File: config.mk
export PLATFORM = sky130hd
export DESIGN_NAME = key_repeat_generator_unit
export DESIGN_NICKNAME = d
export VERILOG_FILES = /design/src/sv/krg_pkg.sv /design/src/sv/krg_queue.sv /design/src/sv/key_repeat_generator_unit.sv
export SDC_FILE = /design/constraint.sdc
export NUM_CORES = 1
export LEC_CHECK = 0
export ABC_AREA = 1
export BUFFER_PORTS_ARGS = -buffer_cell sky130_fd_sc_hd__buf_2
export CORE_MARGIN = 2
export CORE_UTILIZATION = 60
export DETAILED_ROUTE_END_ITERATION = 10
export GPL_TIMING_DRIVEN = 0
export PLACE_DENSITY = 0.79
export SLEW_MARGIN = 10
export SYNTH_ARGS = -nofsm -noshare
export SYNTH_HDL_FRONTEND = slang
export SYNTH_SLANG_ARGS = --single-unit
File: constraint.sdc
create_clock -name clk -period 25.6 [get_ports clk]
set_input_delay 0 -clock clk [delete_from_list [all_inputs] [get_ports clk]]
set_output_delay 0 -clock clk [all_outputs]
set_load 0.02 [all_outputs]
File: src/sv/krg_pkg.sv
// Shared types and constants for the key repeat generator.
`default_nettype none

package krg_pkg;

	typedef enum logic [1:0] {
		CMD_TICK    = 2'd0,
		CMD_TEXT    = 2'd1,
		CMD_PRESS   = 2'd2,
		CMD_RELEASE = 2'd3
	} krg_cmd_t;

	typedef enum logic {
		KIND_TEXT = 1'b0,
		KIND_KEY  = 1'b1
	} krg_kind_t;

	localparam logic REG_INITIAL_DELAY   = 1'b0;
	localparam logic REG_REPEAT_INTERVAL = 1'b1;

	localparam logic [15:0] INITIAL_DELAY_RST   = 16'd500;
	localparam logic [15:0] REPEAT_INTERVAL_RST = 16'd50;
	localparam logic [16:0] REPEAT_MAX          = 17'h1FFFF;

	localparam int QUEUE_DEPTH = 4;
	localparam int PTR_W       = $clog2(QUEUE_DEPTH);
	localparam int CNT_W       = $clog2(QUEUE_DEPTH + 1);

	typedef struct packed {
		krg_cmd_t    command;
		logic [15:0] elapsed_time;
		logic [7:0]  key_code;
		logic [20:0] text_char;
		logic        alt_held;
		logic        control_held;
		logic        shift_held;
	} krg_in_t;

	typedef struct packed {
		logic        event_kind;
		logic [7:0]  out_key_code;
		logic [20:0] out_text_char;
		logic        out_alt;
		logic        out_control;
		logic        out_shift;
		logic        last_of_run;
	} krg_out_t;

	typedef struct packed {
		logic [7:0]  key_code;
		logic [20:0] text_char;
		logic        alt;
		logic        ctl;
		logic        sft;
	} krg_latch_t;

	// Push request into the result queue; push1 is only set together with push0.
	typedef struct packed {
		logic push0;
		logic push1;
	} krg_push_t;

endpackage

`default_nettype wire

File: src/sv/krg_queue.sv
// Result queue: takes up to two beats per cycle, hands out one beat per cycle while out_ready is high.
`default_nettype none

module krg_queue (
	input  wire logic              clk,
	input  wire logic              arst_n,
	input  wire krg_pkg::krg_push_t push,
	input  wire krg_pkg::krg_out_t  entry0,
	input  wire krg_pkg::krg_out_t  entry1,
	output logic                   room2,
	output logic                   out_valid,
	input  wire logic              out_ready,
	output krg_pkg::krg_out_t      out_data
);

	krg_pkg::krg_out_t mem_q [krg_pkg::QUEUE_DEPTH];
	logic [krg_pkg::PTR_W-1:0] wr_ptr_q;
	logic [krg_pkg::PTR_W-1:0] rd_ptr_q;
	logic [krg_pkg::CNT_W-1:0] count_q;
	logic                      pop;
	logic [krg_pkg::CNT_W-1:0] push_n;

	assign out_valid = (count_q != '0);
	assign out_data  = mem_q[rd_ptr_q];
	assign pop       = out_valid && out_ready;
	assign room2     = (count_q <= krg_pkg::CNT_W'(krg_pkg::QUEUE_DEPTH - 2));
	assign push_n    = krg_pkg::CNT_W'(push.push0) + krg_pkg::CNT_W'(push.push1);

	always_ff @(posedge clk) begin
		if (push.push0) begin
			mem_q[wr_ptr_q] <= entry0;
		end
		if (push.push1) begin
			mem_q[wr_ptr_q + krg_pkg::PTR_W'(1)] <= entry1;
		end
	end

	always_ff @(posedge clk or negedge arst_n) begin
		if (!arst_n) begin
			wr_ptr_q <= '0;
			rd_ptr_q <= '0;
			count_q  <= '0;
		end else begin
			wr_ptr_q <= wr_ptr_q + krg_pkg::PTR_W'(push_n);
			if (pop) begin
				rd_ptr_q <= rd_ptr_q + krg_pkg::PTR_W'(1);
			end
			count_q <= count_q + push_n - krg_pkg::CNT_W'(pop);
		end
	end

	a_count_bound: assert property (@(posedge clk) disable iff (!arst_n)
		count_q <= krg_pkg::CNT_W'(krg_pkg::QUEUE_DEPTH))
		else $error("result queue count past its depth");

	a_push_has_room: assert property (@(posedge clk) disable iff (!arst_n)
		push.push0 |-> count_q <= krg_pkg::CNT_W'(krg_pkg::QUEUE_DEPTH - 2))
		else $error("push into result queue without room for two beats");

	a_pair_order: assert property (@(posedge clk) disable iff (!arst_n)
		push.push1 |-> push.push0)
		else $error("second push slot used without the first");

endmodule

`default_nettype wire

File: src/sv/key_repeat_generator_unit.sv
// Top level of the typematic key repeat generator.
// A tick's repeat beats enter the result queue as the tick beat is taken.
// Throughput: one input beat per cycle while the result queue has room for two beats;
// a tick repeating text and key sends one beat per cycle while out_ready is high.
// Reset (arst_n, asynchronous, active low) clears timers, held flags, latched events
// and the queue, and loads the delay and interval registers with 500 and 50.
`default_nettype none

module key_repeat_generator_unit (
	input  wire logic              clk,
	input  wire logic              arst_n,
	input  wire logic              in_valid,
	output logic                   in_ready,
	input  wire krg_pkg::krg_in_t   in_data,
	output logic                   out_valid,
	input  wire logic              out_ready,
	output krg_pkg::krg_out_t       out_data,
	input  wire logic              cfg_wen,
	input  wire logic              cfg_index,
	input  wire logic [15:0]       cfg_data
);

	// Configuration registers.
	logic [15:0] initial_delay_q;
	logic [15:0] repeat_interval_q;

	// Typematic state.
	logic [15:0]         delay_timer_q;
	logic [16:0]         repeat_timer_q;
	logic                text_held_q;
	logic                key_held_q;
	krg_pkg::krg_latch_t text_latch_q;
	krg_pkg::krg_latch_t key_latch_q;

	logic                in_fire;
	logic                room2;
	logic [16:0]         delay_sum;
	logic [15:0]         delay_next;
	logic [15:0]         repeat_add;
	logic [17:0]         repeat_sum;
	logic [16:0]         repeat_next;
	logic                repeat_due;
	krg_pkg::krg_latch_t in_latch;
	krg_pkg::krg_push_t  push;
	krg_pkg::krg_out_t   entry0;
	krg_pkg::krg_out_t   entry1;
	krg_pkg::krg_out_t   text_beat;
	krg_pkg::krg_out_t   key_beat;

	// The queue always keeps room for the two beats one tick can produce, so the
	// input side never has to look at what kind of item is waiting.
	assign in_ready = room2;
	assign in_fire  = in_valid && in_ready;

	assign in_latch = '{
		key_code:  in_data.key_code,
		text_char: in_data.text_char,
		alt:       in_data.alt_held,
		ctl:       in_data.control_held,
		sft:       in_data.shift_held
	};

	// Tick arithmetic. While the delay is still running, only the part of the
	// elapsed time that reaches the delay goes to the repeat timer; once the delay
	// has passed (or was lowered below the timer) the whole elapsed time goes there.
	always_comb begin
		delay_sum  = {1'b0, delay_timer_q} + {1'b0, in_data.elapsed_time};
		delay_next = delay_timer_q;
		repeat_add = '0;
		if (delay_timer_q < initial_delay_q) begin
			if (delay_sum >= {1'b0, initial_delay_q}) begin
				repeat_add = initial_delay_q - delay_timer_q;
				delay_next = initial_delay_q;
			end else begin
				delay_next = delay_sum[15:0];
			end
		end else begin
			repeat_add = in_data.elapsed_time;
		end
		repeat_sum  = {1'b0, repeat_timer_q} + {2'b00, repeat_add};
		// The sum stays below twice the ceiling, so its top bit flags overflow.
		repeat_next = repeat_sum[17] ? krg_pkg::REPEAT_MAX : repeat_sum[16:0];
		repeat_due  = (delay_next >= initial_delay_q) &&
			(repeat_next >= {1'b0, repeat_interval_q});
	end

	// Repeat beats: text first, then key; the last one present closes the run.
	always_comb begin
		text_beat = '{
			event_kind:    krg_pkg::KIND_TEXT,
			out_key_code:  text_latch_q.key_code,
			out_text_char: text_latch_q.text_char,
			out_alt:       text_latch_q.alt,
			out_control:   text_latch_q.ctl,
			out_shift:     text_latch_q.sft,
			last_of_run:   !key_held_q
		};
		key_beat = '{
			event_kind:    krg_pkg::KIND_KEY,
			out_key_code:  key_latch_q.key_code,
			out_text_char: key_latch_q.text_char,
			out_alt:       key_latch_q.alt,
			out_control:   key_latch_q.ctl,
			out_shift:     key_latch_q.sft,
			last_of_run:   1'b1
		};
		entry0 = text_held_q ? text_beat : key_beat;
		entry1 = key_beat;
		push   = '{push0: 1'b0, push1: 1'b0};
		if (in_fire && (in_data.command == krg_pkg::CMD_TICK) && repeat_due) begin
			push.push0 = text_held_q || key_held_q;
			push.push1 = text_held_q && key_held_q;
		end
	end

	always_ff @(posedge clk or negedge arst_n) begin
		if (!arst_n) begin
			initial_delay_q   <= krg_pkg::INITIAL_DELAY_RST;
			repeat_interval_q <= krg_pkg::REPEAT_INTERVAL_RST;
		end else if (cfg_wen) begin
			unique case (cfg_index)
				krg_pkg::REG_INITIAL_DELAY:   initial_delay_q   <= cfg_data;
				krg_pkg::REG_REPEAT_INTERVAL: repeat_interval_q <= cfg_data;
				default: ;
			endcase
		end
	end

	always_ff @(posedge clk or negedge arst_n) begin
		if (!arst_n) begin
			delay_timer_q  <= '0;
			repeat_timer_q <= '0;
			text_held_q    <= 1'b0;
			key_held_q     <= 1'b0;
			text_latch_q   <= '0;
			key_latch_q    <= '0;
		end else if (in_fire) begin
			unique case (in_data.command)
				krg_pkg::CMD_TICK: begin
					delay_timer_q  <= delay_next;
					repeat_timer_q <= repeat_due ? '0 : repeat_next;
				end
				krg_pkg::CMD_TEXT: begin
					text_latch_q <= in_latch;
					text_held_q  <= 1'b1;
				end
				krg_pkg::CMD_PRESS: begin
					// A press while a key is already held is dropped whole.
					if (!key_held_q) begin
						key_latch_q   <= in_latch;
						key_held_q    <= 1'b1;
						delay_timer_q <= '0;
					end
				end
				krg_pkg::CMD_RELEASE: begin
					text_held_q <= 1'b0;
					key_held_q  <= 1'b0;
				end
				default: ;
			endcase
		end
	end

	krg_queue u_queue (
		.clk       (clk),
		.arst_n    (arst_n),
		.push      (push),
		.entry0    (entry0),
		.entry1    (entry1),
		.room2     (room2),
		.out_valid (out_valid),
		.out_ready (out_ready),
		.out_data  (out_data)
	);

	a_push_only_on_tick: assert property (@(posedge clk) disable iff (!arst_n)
		push.push0 |-> in_fire && (in_data.command == krg_pkg::CMD_TICK))
		else $error("repeat beat produced by something other than a tick");

	a_release_clears: assert property (@(posedge clk) disable iff (!arst_n)
		in_fire && (in_data.command == krg_pkg::CMD_RELEASE)
		|=> !text_held_q && !key_held_q)
		else $error("held flags survive a release");

	a_repeat_clears: assert property (@(posedge clk) disable iff (!arst_n)
		push.push0 |=> repeat_timer_q == '0)
		else $error("repeat timer not cleared after a repeat");

endmodule

`default_nettype wire

==> impl_results.md, run 1 <==
- Area growth, synth to finish: 16.73%
- Setup TNS: 0 ns
- Hold Fails Final Rpt: 0
- CTS tree: yes
- Total via count in the routed design: ~17000
- HPWL after DPL: roughly 37 mm
- Startpoint type of the worst setup path: register
- Library cell used as clock root buffer: clkbuf_16
- Fillers: roughly 2200
- Count of buffers added by post-CTS timing repair for setup: 0
- Max Root-Sink Buffers: 3
- Total of warnings raised by yosys: 0
- Vertical die dimension: roughly 170 um
- Main flop type after synthesis: dfrtp_1
- Number of DRC violations after detailed-routing iteration 0: between 2000 and 2500
- Number of buffers and inverters on the critical path: 7
- Register area share after synthesis: a little over two fifths
- RSZ-0062 raised after global routing: false
- Number of input and output port buffers inserted: around 110
- Pre-CTS setup slack: ~17 ns
- Outcome: finished, final reports clean
- CP most frequent cell: nand2_1
- Portion of total power attributed to sequential cells: 25.5%
- Final worst-path setup slack: 16.59 ns
- Floorplan core area: roughly 28000 um^2
- Grt total ovfl: 0
- Die Footprint: 29780 um^2
- Register bit count reported by yosys: ~270
- Maximum fanout along the worst path: 20
- Final weighted congestion in routability-driven placement: 0.9574
- # H-tree levels: 1
- DRC violation count after routing: 0
- Clock input transition at the sequential cells of the worst setup and hold paths: approximately 0.060 ns
- Clock group share of total power: between 10% and 20%
- Number of violations of the max-capacitance limit: 0
- Min-delay worst type: primary input to register
- Synthesized instance count: around 2100
- Mean instance size in the synthesized netlist: slightly below 8 um^2
- Async set-or-reset flop fraction in the synthesized netlist: 50.36%
- Library cell occupying the most area in the post-synthesis netlist: edfxtp_1
- Distinct cell type count after synthesis: 50
- Critical Path End Type: register
- Slowest CP cell: o21ai_4
- Switching Share: between 40% and 50%
- Chip width: approximately 170 um
- Commonest cells post-synth: nand2_1, nand3_1, o21ai_0
- Resized cells post-CTS: 0
- Synthesized area: roughly 17000 um^2
- Transition time of the tightest slew-check pin: around 0.89 ns
- CTS Hold Bufs: 61
- Library cell with the highest instance count after synthesis: nand2_1
- Leading cell types by total area after synthesis: edfxtp_1, dfrtp_1, nand2_1, nand3_1, ha_1
- First-pass GRT wire length: around 84 mm
- Number of clock buffers inserted by TritonCTS: 29
- Startpoint-to-endpoint class of the critical path: register to register
- Final Max Tran Viols: 0
- Switching power: ~1200 uW
- Power per Cell Area: between 100 and 150 nW/um^2
- Clock Sink Count: about 270
- WL final: between 50 and 60 mm
- Final setup violation count: 0
- Tmin final: approximately 9.0 ns
- Final setup skew: between 0.02 and 0.03 ns
- Leakage dissipation: 0.009479 uW
- Total nets after synthesis: around 2300
- Highest clock frequency the design can meet: between 100 and 150 MHz
- Std-Cell Rows: 61
- Post-detailed-route via-to-cell ratio: between 6 and 7
- Insertion delay of the later-clocked pin in the worst-skew pair: approximately 0.58 ns
- Data required, critical path: 25.88 ns
- Worst path arrival time: approximately 9.3 ns
- Delay contributed by the slowest stage of the critical path: 0.81 ns
- Tot GR Track Use: 35.29%
- Worst voltage drop across the vdd grid: ~110 uV
- Total I/O pin count: around 110
- Number of global-route vias before repair: ~16000
- Largest net degree at the start of global routing: 86
- Internal power: 1293 uW
- Period Utilization, post-route: 35.21%
- Antenna violations before repair: 1
- Wire length per cell: just under 20 um
- Slew HR: about two fifths
- Comb power frac: 56.3%
- Fraction of synthesized cell area taken by the top area cell type: ~23%
- Initial core utilization: about three fifths
- Dominant delay contributor by cell family on the critical path: simple AND/OR/NAND/NOR gates
- Total number of nets in the final design: approximately 2500
- Layout cells sized above 1: 9.895%
- Number of enable-type register cells in the synthesized netlist: approximately 130
- Antenna violation net count after detailed routing: 0
- Length of the first detailed-routing pass in iterations: 7
[metal layers]
metal  vias to the layer above  GRT usage (%)  wire length (um)
met5                         -              0                 0
met4                         0          17.49              3146
met3                       238          5.167              4920
met2                      1079          59.27             25210
met1                      7701          44.88             19820
li1                       7660              -                 -
[power by group through the flow]
| stage | clock network [uW] | registers, uW | logic [uW] |
|---|---|---|---|
| 2_1_floorplan | 0 | 618 | 997 |
| 6_report | 459 | 641 | 1410 |
| 5_1_grt | 477 | 650 | 1580 |
| 3_5_place_dp | 0 | 643 | 1370 |
| 4_1_cts | 458 | 637 | 1390 |
| 3_3_place_gp | 0 | 640 | 1330 |
[per-stage QoR]
step | area, um^2 | hold WS (ns) | cells | total power [uW] | util [%]
finish | 19900 | 0.08595 | 2754 | 2515 | 71.45
floorplan | 17050 | -0.2956 | 2148 | 1615 | -
CTS | 19900 | 0.06695 | 2753 | 2486 | 71.44
global placement | 18060 | 0.2647 | 2633 | 1971 | 64.83
global route | 19900 | 0.1505 | 2753 | 2703 | 71.44
detailed placement | 18250 | 0.002763 | 2638 | 2016 | 65.51
[final cells by class]
type / count / area (um^2) / area share (%)
multi-input combinational: 1577 / 8333 / 41.87
buffer: 119 / 626.9 / 3.149
clock buffer: 37 / 765.7 / 3.847
clock inverter: 17 / 259.0 / 1.301
inverter: 178 / 668.1 / 3.357
tap: 378 / 473.0 / 2.376
timing repair buffer: 173 / 1308 / 6.569
sequential: 274 / 7468 / 37.52
antenna: 1 / 2.502 / 0.01257
[layout by cell type (no fill, tap or decap), types with 4 or more instances in the layout]
cell type,count
dlygate4sd3_1,60
buf_4,4
inv_1,171
inv_2,7
nor3_1,4
bufinv_16,6
nand4_1,25
a21o_1,5
nand2_1,569
nand3_1,335
o21ai_0,203
fa_1,4
ha_1,101
dfxtp_1,8
and2_1,13
o21ai_1,19
dfrtp_1,129
o22ai_1,34
buf_1,10
o21bai_1,7
buf_2,118
nor2_1,113
dfstp_2,9
buf_6,21
xnor2_1,17
clkbuf_16,29
nand2_2,4
xor2_1,24
a21oi_1,64
o21ai_4,4
clkbuf_1,80
edfxtp_1,128
buf_16,6
[worst reg2reg max path: cells and delay by family (launching register included)]
family | cells | cell delay [ns]
simple gates | 28 | 3.32
compound gates | 7 | 1.92
fa+ha+maj | 5 | 1.64
buf+inv | 7 | 1.46
flops | 1 | 0.41
[sequential cells by signal, indices dropped and copies added, names as in the netlist]
name / count
u_queue.rd_ptr_q: 2
u_queue.wr_ptr_q: 2
u_queue.mem_q: 136
delay_timer_q: 16
repeat_timer_q: 17
key_held_q: 1
u_queue.count_q: 3
text_beat: 32
text_held_q: 1
initial_delay_q: 16
entry1: 32
repeat_interval_q: 16
[kinds of logic (layout without fill, tap and decap cells)]
| kind of cell | Yosys count | after routing | share of synthesized area (%) |
|---|---|---|---|
| DFF | 274 | 274 | 43.80 |
| adders and majority gates | 105 | 105 | 7.881 |
| xor gates and xnor gates | 41 | 41 | 2.106 |
| AOI/OAI and AO/OA | 356 | 356 | 11.46 |
| buffers and inverters | 297 | 524 | 7.595 |
| other | 0 | 1 | 0 |
| and+or+nand+nor | 1075 | 1075 | 27.16 |
[final timing paths]
check / startpoint / end / slack [ns] / cells past startpoint
min in group asynchronous: arst_n / repeat_timer_q[15]$_DFFE_PN0P_ / 0.51 / 4
min reg2reg: text_beat[14]$_DFFE_PN0P_ / text_beat[14]$_DFFE_PN0P_ / 0.49 / 2
min: in_data[32] / delay_timer_q[0]$_DFFE_PN0P_ / 0.09 / 6
max in group asynchronous: arst_n / initial_delay_q[2]$_DFFE_PN1P_ / 24.64 / 4
max: delay_timer_q[0]$_DFFE_PN0P_ / u_queue.mem_q[3][25]$_DFFE_PP_ / 16.59 / 47
max reg2reg: delay_timer_q[0]$_DFFE_PN0P_ / u_queue.mem_q[3][25]$_DFFE_PP_ / 16.59 / 47
(Power assumes the default switching activity.)
==> run 2: changes to the inputs <==
--- a/config.mk
+++ b/config.mk
@@ -5,7 +5,7 @@
 export SDC_FILE = /design/constraint.sdc
 export NUM_CORES = 1
 export LEC_CHECK = 0
-export ABC_AREA = 1
+export ABC_AREA = 0
 export BUFFER_PORTS_ARGS = -buffer_cell sky130_fd_sc_hd__buf_2
 export CORE_MARGIN = 2
 export CORE_UTILIZATION = 60
==> constraint.sdc (replaced) <==
create_clock -name clk -period 9.1 [get_ports clk]
set_input_delay 0 -clock clk [delete_from_list [all_inputs] [get_ports clk]]
set_output_delay 0 -clock clk [all_outputs]
set_load 0.02 [all_outputs]
==> run 2 against run 1 <==
Compared with the run above:
- sequential power grew to 2.8 times the previous value
- first-iteration DRC count is 45% lower
- register-to-register slack worse by 16 ns
- die area is 6.6% lower
- clock skew is 0.017 ns lower
- maximum frequency is 2.4% higher
- critical path type unchanged
- largest cell class unchanged
- highest routed layer is now met5
==> impl_results.md, run 2 <==
- Number of violations of the max-capacitance limit: 0 (unchanged)
- Insertion delay of the later-clocked pin in the worst-skew pair: 0.54 ns (-0.04 ns)
- Library cell occupying the most area in the post-synthesis netlist: edfxtp_1
- HPWL after DPL: 29.70 mm (-21%)
- Layout cells sized above 1: 25.02% (+15 points)
- Async set-or-reset flop fraction in the synthesized netlist: 50.36% (unchanged)
- Distinct cell type count after synthesis: 71 (+42%)
- Worst path arrival time: 9.05 ns (-0.25 ns)
- Highest clock frequency the design can meet: 113.6 MHz (+2.4%)
- Tmin final: 8.803 ns (-0.2106 ns)
- Commonest cells post-synth: a22o_1, dfrtp_1, edfxtp_1
- Floorplan core area: 26060 um^2 (-6.5%)
- Register area share after synthesis: 46.97% (+3.2 points)
- Number of enable-type register cells in the synthesized netlist: 128 (unchanged)
- Synthesized instance count: 1334 (-38%)
- Mux share of post-synthesis cell area: 13.15% (+13 points)
- Total chip power: 6938 uW (+180%)
- Leakage dissipation: 0.007797 uW (-18%)
- Transition time of the tightest slew-check pin: 0.9507 ns (+0.05771 ns)
- WL final: 41.94 mm (-21%)
- Vertical die dimension: 166.8 um (-3.4%)
- Delay contributed by the slowest stage of the critical path: 0.67 ns (-0.14 ns)
- Area growth, synth to finish: 18.77%
- Final core area utilization: 72.47% (+1.0 points)
- # H-tree levels: 1 (unchanged)
- Total of warnings raised by yosys: 0 (unchanged)
- Outcome: finished, final reports clean
- Largest net degree at the start of global routing: 80 (-7.0%)
- Final std cell area, no fill: 18890 um^2 (-5.1%)
- DRC violation count after routing: 0 (unchanged)
- Final worst-path setup slack: 0.2966 ns (-16.29 ns)
- Post-Synth Simple-Gate Area: 8.238% (-19 points)
- Synth Area in XOR/XNOR: 2.534% (+0.43 points)
- Antenna violations before repair: 1 (unchanged)
- Placed cell area: 17050 um^2 (-6.6%)
- Final setup violation count: 0 (unchanged)
- Initial core utilization: 61.02% (-0.19 points)
- Library cell with the highest instance count after synthesis: a22o_1
- Slowest CP cell: nor3_2
- Most common library cell in the layout ignoring fill and taps: a22o_1
- Number of clock buffers inserted by TritonCTS: 29 (unchanged)
- Register with the highest flop count: u_queue.mem_q
- Final Hold Slack: 0.01039 ns (-0.07556 ns)
- Number of antenna repair diodes: 0 (-1)
- Total number of nets in the final design: 1739 (-31%)
- Critical Path End Type: register
- Tot GR Track Use: 29.60% (-5.7 points)
- Length of the first detailed-routing pass in iterations: 5 (-2)
- Pre-CTS setup slack: -1.518 ns (-18.24 ns)
- Clock Sink Count: 274 (unchanged)
- Slew HR: 36.62% (-3.4 points)
- Synthesized area: 15900 um^2 (-6.7%)
- Wire length per cell: 21.86 um (+13%)
- Post-detailed-route via-to-cell ratio: 6.278 (+3.7%)
- Min-delay worst type: primary input to asynchronous set/reset pin
- Register bit count reported by yosys: 274 (unchanged)
- Data required, critical path: 9.35 ns (-16.53 ns)
- Final Max Tran Viols: 0 (unchanged)
- Power per Cell Area: 367.4 nW/um^2 (+190%)
- Std-Cell Rows: 59 (-3.3%)
- Total I/O pin count: 108 (unchanged)
- Total nets after synthesis: 1511 (-35%)
- Number of input and output port buffers inserted: 107 (unchanged)
- Top library cells by usage in the layout, fill and taps aside: a22o_1, dfrtp_1, edfxtp_1
- Leading cell types by total area after synthesis: edfxtp_1, dfrtp_1, ha_1, a22o_1, mux2_2
- Maximum fanout along the worst path: 15 (-25%)
- Antenna violation net count after detailed routing: 0 (unchanged)
- RSZ-0062 raised after global routing: false
- Synth Area in Compound Gates: 16.73% (+5.3 points)
- Fraction of synthesized cell area taken by the top area cell type: 24.17% (+1.6 points)
- Main flop type after synthesis: dfrtp_1
- Mean instance size in the synthesized netlist: 11.92 um^2 (+50%)
- Final weighted congestion in routability-driven placement: 0.9072 (-5.2%)
- Worst voltage drop across the vdd grid: 273.3 uV (+150%)
- Number of DRC violations after detailed-routing iteration 0: 1343 (-45%)
- First-pass GRT wire length: 64.63 mm (-23%)
- Die Footprint: 27820 um^2 (-6.6%)
- CTS tree: yes
- Startpoint-to-endpoint class of the critical path: register to register
- Period Utilization, post-route: 96.74% (+62 points)
- Total via count in the routed design: 12040 (-28%)
- Post-Synth Adder-Cell Area: 8.451% (+0.57 points)
- Max FFs per register: 136 (unchanged)
- Startpoint type of the worst setup path: register
- Library cell used as clock root buffer: clkbuf_16
- Final setup skew: 0.01030 ns (-0.01694 ns)
- Max Root-Sink Buffers: 3 (unchanged)
- Number of global-route vias before repair: 12030 (-24%)
- Dominant combinational cell family by area after synthesis: compound AO/OA/AOI/OAI gates
- Chip width: 166.8 um (-3.4%)
- Hold Fails Final Rpt: 0 (unchanged)
- Grt total ovfl: 0 (unchanged)
- Clock input transition at the sequential cells of the worst setup and hold paths: 0.06 ns (about the same)
## run 2: cell count changes after synthesis, moves of 29 or more
cell      before  now
mux2i_1        0   39
clkbuf_1      73   36
mux4_2         0   34
nor2_1       113   37
a22o_1         2  132
a21oi_1       64   35
mux2_2         0   83
nand3_1      335   17
nand2_1      569  101
inv_1        171   67
o21ai_0      207   55
o22ai_1       34    2
## run 2: power by group
part | switching (uW) | internal, uW
combinational | 2210 | 1760
clock | 484 | 656
sequential | 277 | 1550
total | 2970 | 3970
## run 2: final timing paths
check                                            startpoint                          endpoint  slack [ns]  depth (start not counted)
max in group asynchronous                            arst_n            entry1[22]$_DFFE_PN0P_        8.27                          3
min in group clk                                    cfg_wen   initial_delay_q[15]$_DFFE_PN0P_        0.04                          4
min                                                  arst_n      delay_timer_q[9]$_DFFE_PN0P_        0.01                          2
max reg2reg                    delay_timer_q[0]$_DFFE_PN0P_    u_queue.mem_q[0][14]$_DFFE_PP_        0.30                         37
min reg2reg                u_queue.mem_q[1][0]$_SDFFE_PP1P_  u_queue.mem_q[1][0]$_SDFFE_PP1P_        0.49                          1
max                            delay_timer_q[0]$_DFFE_PN0P_    u_queue.mem_q[0][14]$_DFFE_PP_        0.30                         37
## run 2: cell type report
type                    instances  area, um^2
repair buffers                198        1420
plain buffers                  69       404.1
multi-input cells             921        8005
clock inverters                16       137.6
clock buffers                  36       772.0
inverters                      69       259.0
flip-flops and latches        274        7468
fillers                      1718        7173
well taps                     335       419.2
## run 2: cells by family after synthesis
logic type                 count (synthesis)
DFF                                      274
adders and majority gates                105
and+or+nand+nor                          256
AOI/OAI and AO/OA                        358
muxes                                    156
xor gates and xnor gates                  46
buffers and inverters                    139
## run 2: per-layer routing
metal / GRT usage [%] / share of wire (%) / up-vias
met3: 3.636 / 6.1 / 101
li1: - / - / 5565
met5: 0 / 0.026 / -
met4: 11.51 / 3.6 / 2
met2: 52.12 / 51 / 492
met1: 37.48 / 40 / 5882
## run 2: critical path, delay by kind of cell (launching register included)
kind                       cells  cell delay (ns)
AOI/OAI and AO/OA             17             3.11
and+or+nand+nor                7             2.05
adders and majority gates      5             1.53
buffers and inverters          7             1.19
DFF                            1             0.43
xor gates and xnor gates       1             0.19
## run 2: timing repair
| item | CTS | global route |
|---|---|---|
| endpoints found under the hold margin | 240 | 0 |
| setup buffers | 12 | 10 |
| setup endpoints to repair | 285 | 224 |
| hold buffers | 55 | 0 |
| pin swaps | 10 | 16 |
| gates resized for setup | 29 | 25 |
## run 2: per-stage QoR
stage | cells | setup TNS, ns
floorplan | 1334 | -91.25
global placement | 1776 | -579.70
detailed placement | 1790 | -224.78
CTS | 1909 | 0
global route | 1918 | 0
finish | 1918 | 0
==> run 3: changes to the inputs <==
--- a/config.mk
+++ b/config.mk
@@ -7,11 +7,13 @@
 export LEC_CHECK = 0
 export ABC_AREA = 0
 export BUFFER_PORTS_ARGS = -buffer_cell sky130_fd_sc_hd__buf_2
+export CAP_MARGIN = 20
 export CORE_MARGIN = 2
 export CORE_UTILIZATION = 60
 export DETAILED_ROUTE_END_ITERATION = 10
 export GPL_TIMING_DRIVEN = 0
 export PLACE_DENSITY = 0.79
+export REMOVE_ABC_BUFFERS = 1
 export SLEW_MARGIN = 10
 export SYNTH_ARGS = -nofsm -noshare
 export SYNTH_HDL_FRONTEND = slang
==> run 3 against run 2 <==
Compared with the run above:
- register-to-register slack lost 0.03 ns
- utilization grew 0.89 points
- non-clock buffer count shrank 24
- combinational power shrank 4%
- die area is the same
- critical path type unchanged
- highest routed layer is now met4
==> impl_results.md, run 3 (synthesized netlist as in run 2, its figures left out) <==
- Outcome: finished, final reports clean
- Number of antenna repair diodes: 0 (unchanged)
- Number of global-route vias before repair: 12600 (+4.8%)
- Number of clock buffers inserted by TritonCTS: 29 (unchanged)
- Most common library cell in the layout ignoring fill and taps: a22o_1
- Maximum fanout along the worst path: 17 (+2)
- Delay contributed by the slowest stage of the critical path: 0.59 ns (-0.08 ns)
- Power per Cell Area: 364.2 nW/um^2 (-0.86%)
- Post-detailed-route via-to-cell ratio: 6.513 (+3.7%)
- Initial core utilization: 61.02% (unchanged)
- R2r worst-path depth: 33 (-11%)
- Max FFs per register: 136 (unchanged)
- Length of the first detailed-routing pass in iterations: 6 (+1)
- Clock input transition at the sequential cells of the worst setup and hold paths: 0.06 ns (about the same)
- Min-delay worst type: primary input to asynchronous set/reset pin
- Transition time of the tightest slew-check pin: 1.100 ns (+0.1497 ns)
- DRC violation count after routing: 0 (unchanged)
- Total I/O pin count: 108 (unchanged)
- Largest net degree at the start of global routing: 96 (+20%)
- Wire length per cell: 23.32 um (+6.6%)
- Vertical die dimension: 166.8 um (unchanged)
- Final Max Tran Viols: 0 (unchanged)
- Final setup skew: 0.02017 ns (+0.009873 ns)
- Period Utilization, post-route: 97.03% (+0.29 points)
- Startpoint type of the worst setup path: register
- Layout cells sized above 1: 25.83% (+0.82 points)
- Clock Sink Count: 274 (unchanged)
- Number of input and output port buffers inserted: 107 (unchanged)
- Tmin final: 8.830 ns (+0.02680 ns)
- Startpoint-to-endpoint class of the critical path: register to register
- Hold Fails Final Rpt: 0 (unchanged)
- Number of violations of the max-capacitance limit: 0 (unchanged)
- Final setup violation count: 0 (unchanged)
- Setup TNS: 0 ns (unchanged)
- Die Footprint: 27820 um^2 (unchanged)
- Library cell used as clock root buffer: clkbuf_16
- Worst path arrival time: 9.29 ns (+0.24 ns)
- Tot GR Track Use: 31.30% (+1.7 points)
- Number of DRC violations after detailed-routing iteration 0: 1432 (+6.6%)
- Total via count in the routed design: 12370 (+2.7%)
- Grt total ovfl: 0 (unchanged)
- HPWL after DPL: 28.04 mm (-5.6%)
- Register with the highest flop count: u_queue.mem_q
- First-pass GRT wire length: 68.41 mm (+5.9%)
- Antenna violations before repair: 0 (-1)
- Critical Path End Type: register
- # H-tree levels: 1 (unchanged)
- Data required, critical path: 9.56 ns (+0.21 ns)
- Max Root-Sink Buffers: 3 (unchanged)
- Insertion delay of the later-clocked pin in the worst-skew pair: 0.58 ns (+0.04 ns)
- CP most frequent cell: ha_1
- Total number of nets in the final design: 1718 (-1.2%)
- Top library cells by usage in the layout, fill and taps aside: a22o_1, edfxtp_1, dfrtp_1
- Fillers: 1625 (-5.4%)
- CTS tree: yes
- Chip width: 166.8 um (unchanged)
- Worst voltage drop across the vdd grid: 299.0 uV (+9.4%)
- Leakage dissipation: 0.007912 uW (+1.5%)
- Area growth, synth to finish: 20.22%
- Final weighted congestion in routability-driven placement: 0.9364 (+3.2%)
- WL final: 44.28 mm (+5.6%)
- Total chip power: 6962 uW (+0.36%)
- Antenna violation net count after detailed routing: 0 (unchanged)
- Final core area utilization: 73.36% (+0.89 points)
- Floorplan core area: 26060 um^2 (unchanged)
- Std-Cell Rows: 59 (unchanged)
- Final Hold Slack: 0.03069 ns (+0.02030 ns)
- Highest clock frequency the design can meet: 113.2 MHz (-0.30%)
- Slowest CP cell: or4_1
- Slew HR: 26.46% (-10 points)
run 3: stage by stage:
stage / worst slack, ns / area, um^2 / cells
final: 0.2698 / 19120 / 1899
after global routing: -0.06698 / 19120 / 1899
after CTS: 0.02259 / 18920 / 1885
after detailed placement: -1.126 / 17030 / 1743
after global placement: -4.382 / 16490 / 1706
after floorplan: -0.7694 / 15530 / 1264
run 3: where the power goes:
group	internal, uW	total [uW]	switching [uW]
clock	719	1240	519
combinational	1680	3810	2130
sequential	1550	1910	362
run 3: timing repair:
action,CTS,global route
gates cloned,2,1
pin swaps,6,11
setup buffers,19,13
setup endpoints to repair,285,281
endpoints found under the hold margin,253,0
resized for setup,11,22
hold buffers,67,0
run 3: final timing paths:
check / from / end / slack (ns)
max: delay_timer_q[0]$_DFFE_PN0P_ / u_queue.count_q[2]$_DFF_PN0_ / 0.27
max in group asynchronous: arst_n / u_queue.rd_ptr_q[0]$_DFFE_PN0P_ / 8.53
max reg2reg: delay_timer_q[0]$_DFFE_PN0P_ / u_queue.count_q[2]$_DFF_PN0_ / 0.27
min reg2reg: u_queue.mem_q[0][33]$_SDFFE_PP1N_ / u_queue.mem_q[0][33]$_SDFFE_PP1N_ / 0.46
min: arst_n / repeat_interval_q[1]$_DFFE_PN1P_ / 0.03
min in group clk: in_data[38] / delay_timer_q[6]$_DFFE_PN0P_ / 0.10
run 3: worst max-delay path: cells and delay by family, from the launching register on:
family	cells	cell delay (ns)
fa+ha+maj	8	2.41
simple gates	7	1.48
compound gates	16	4.04
xor+xnor	2	0.34
flops	1	0.42
run 3: final cells by class:
cell class | count | area [um^2] | share of cell area [%]
flip-flops and latches | 274 | 7473 | 39.09
well taps | 335 | 419.2 | 2.193
clock buffers | 42 | 824.5 | 4.313
repair buffers | 243 | 1917 | 10.03
inverters | 69 | 259.0 | 1.355
clock inverters | 12 | 165.2 | 0.8639
multi-input cells | 924 | 8059 | 42.16
run 3: per-layer routing:
layer | up-vias | part of all wire, % | global-route usage [%]
met2 | 641 | 51 | 55.23
li1 | 5528 | - | -
met3 | 188 | 6.7 | 4.206
met4 | 0 | 5.2 | 15.10
met1 | 6011 | 37 | 38.08
met5 | - | 0 | 0
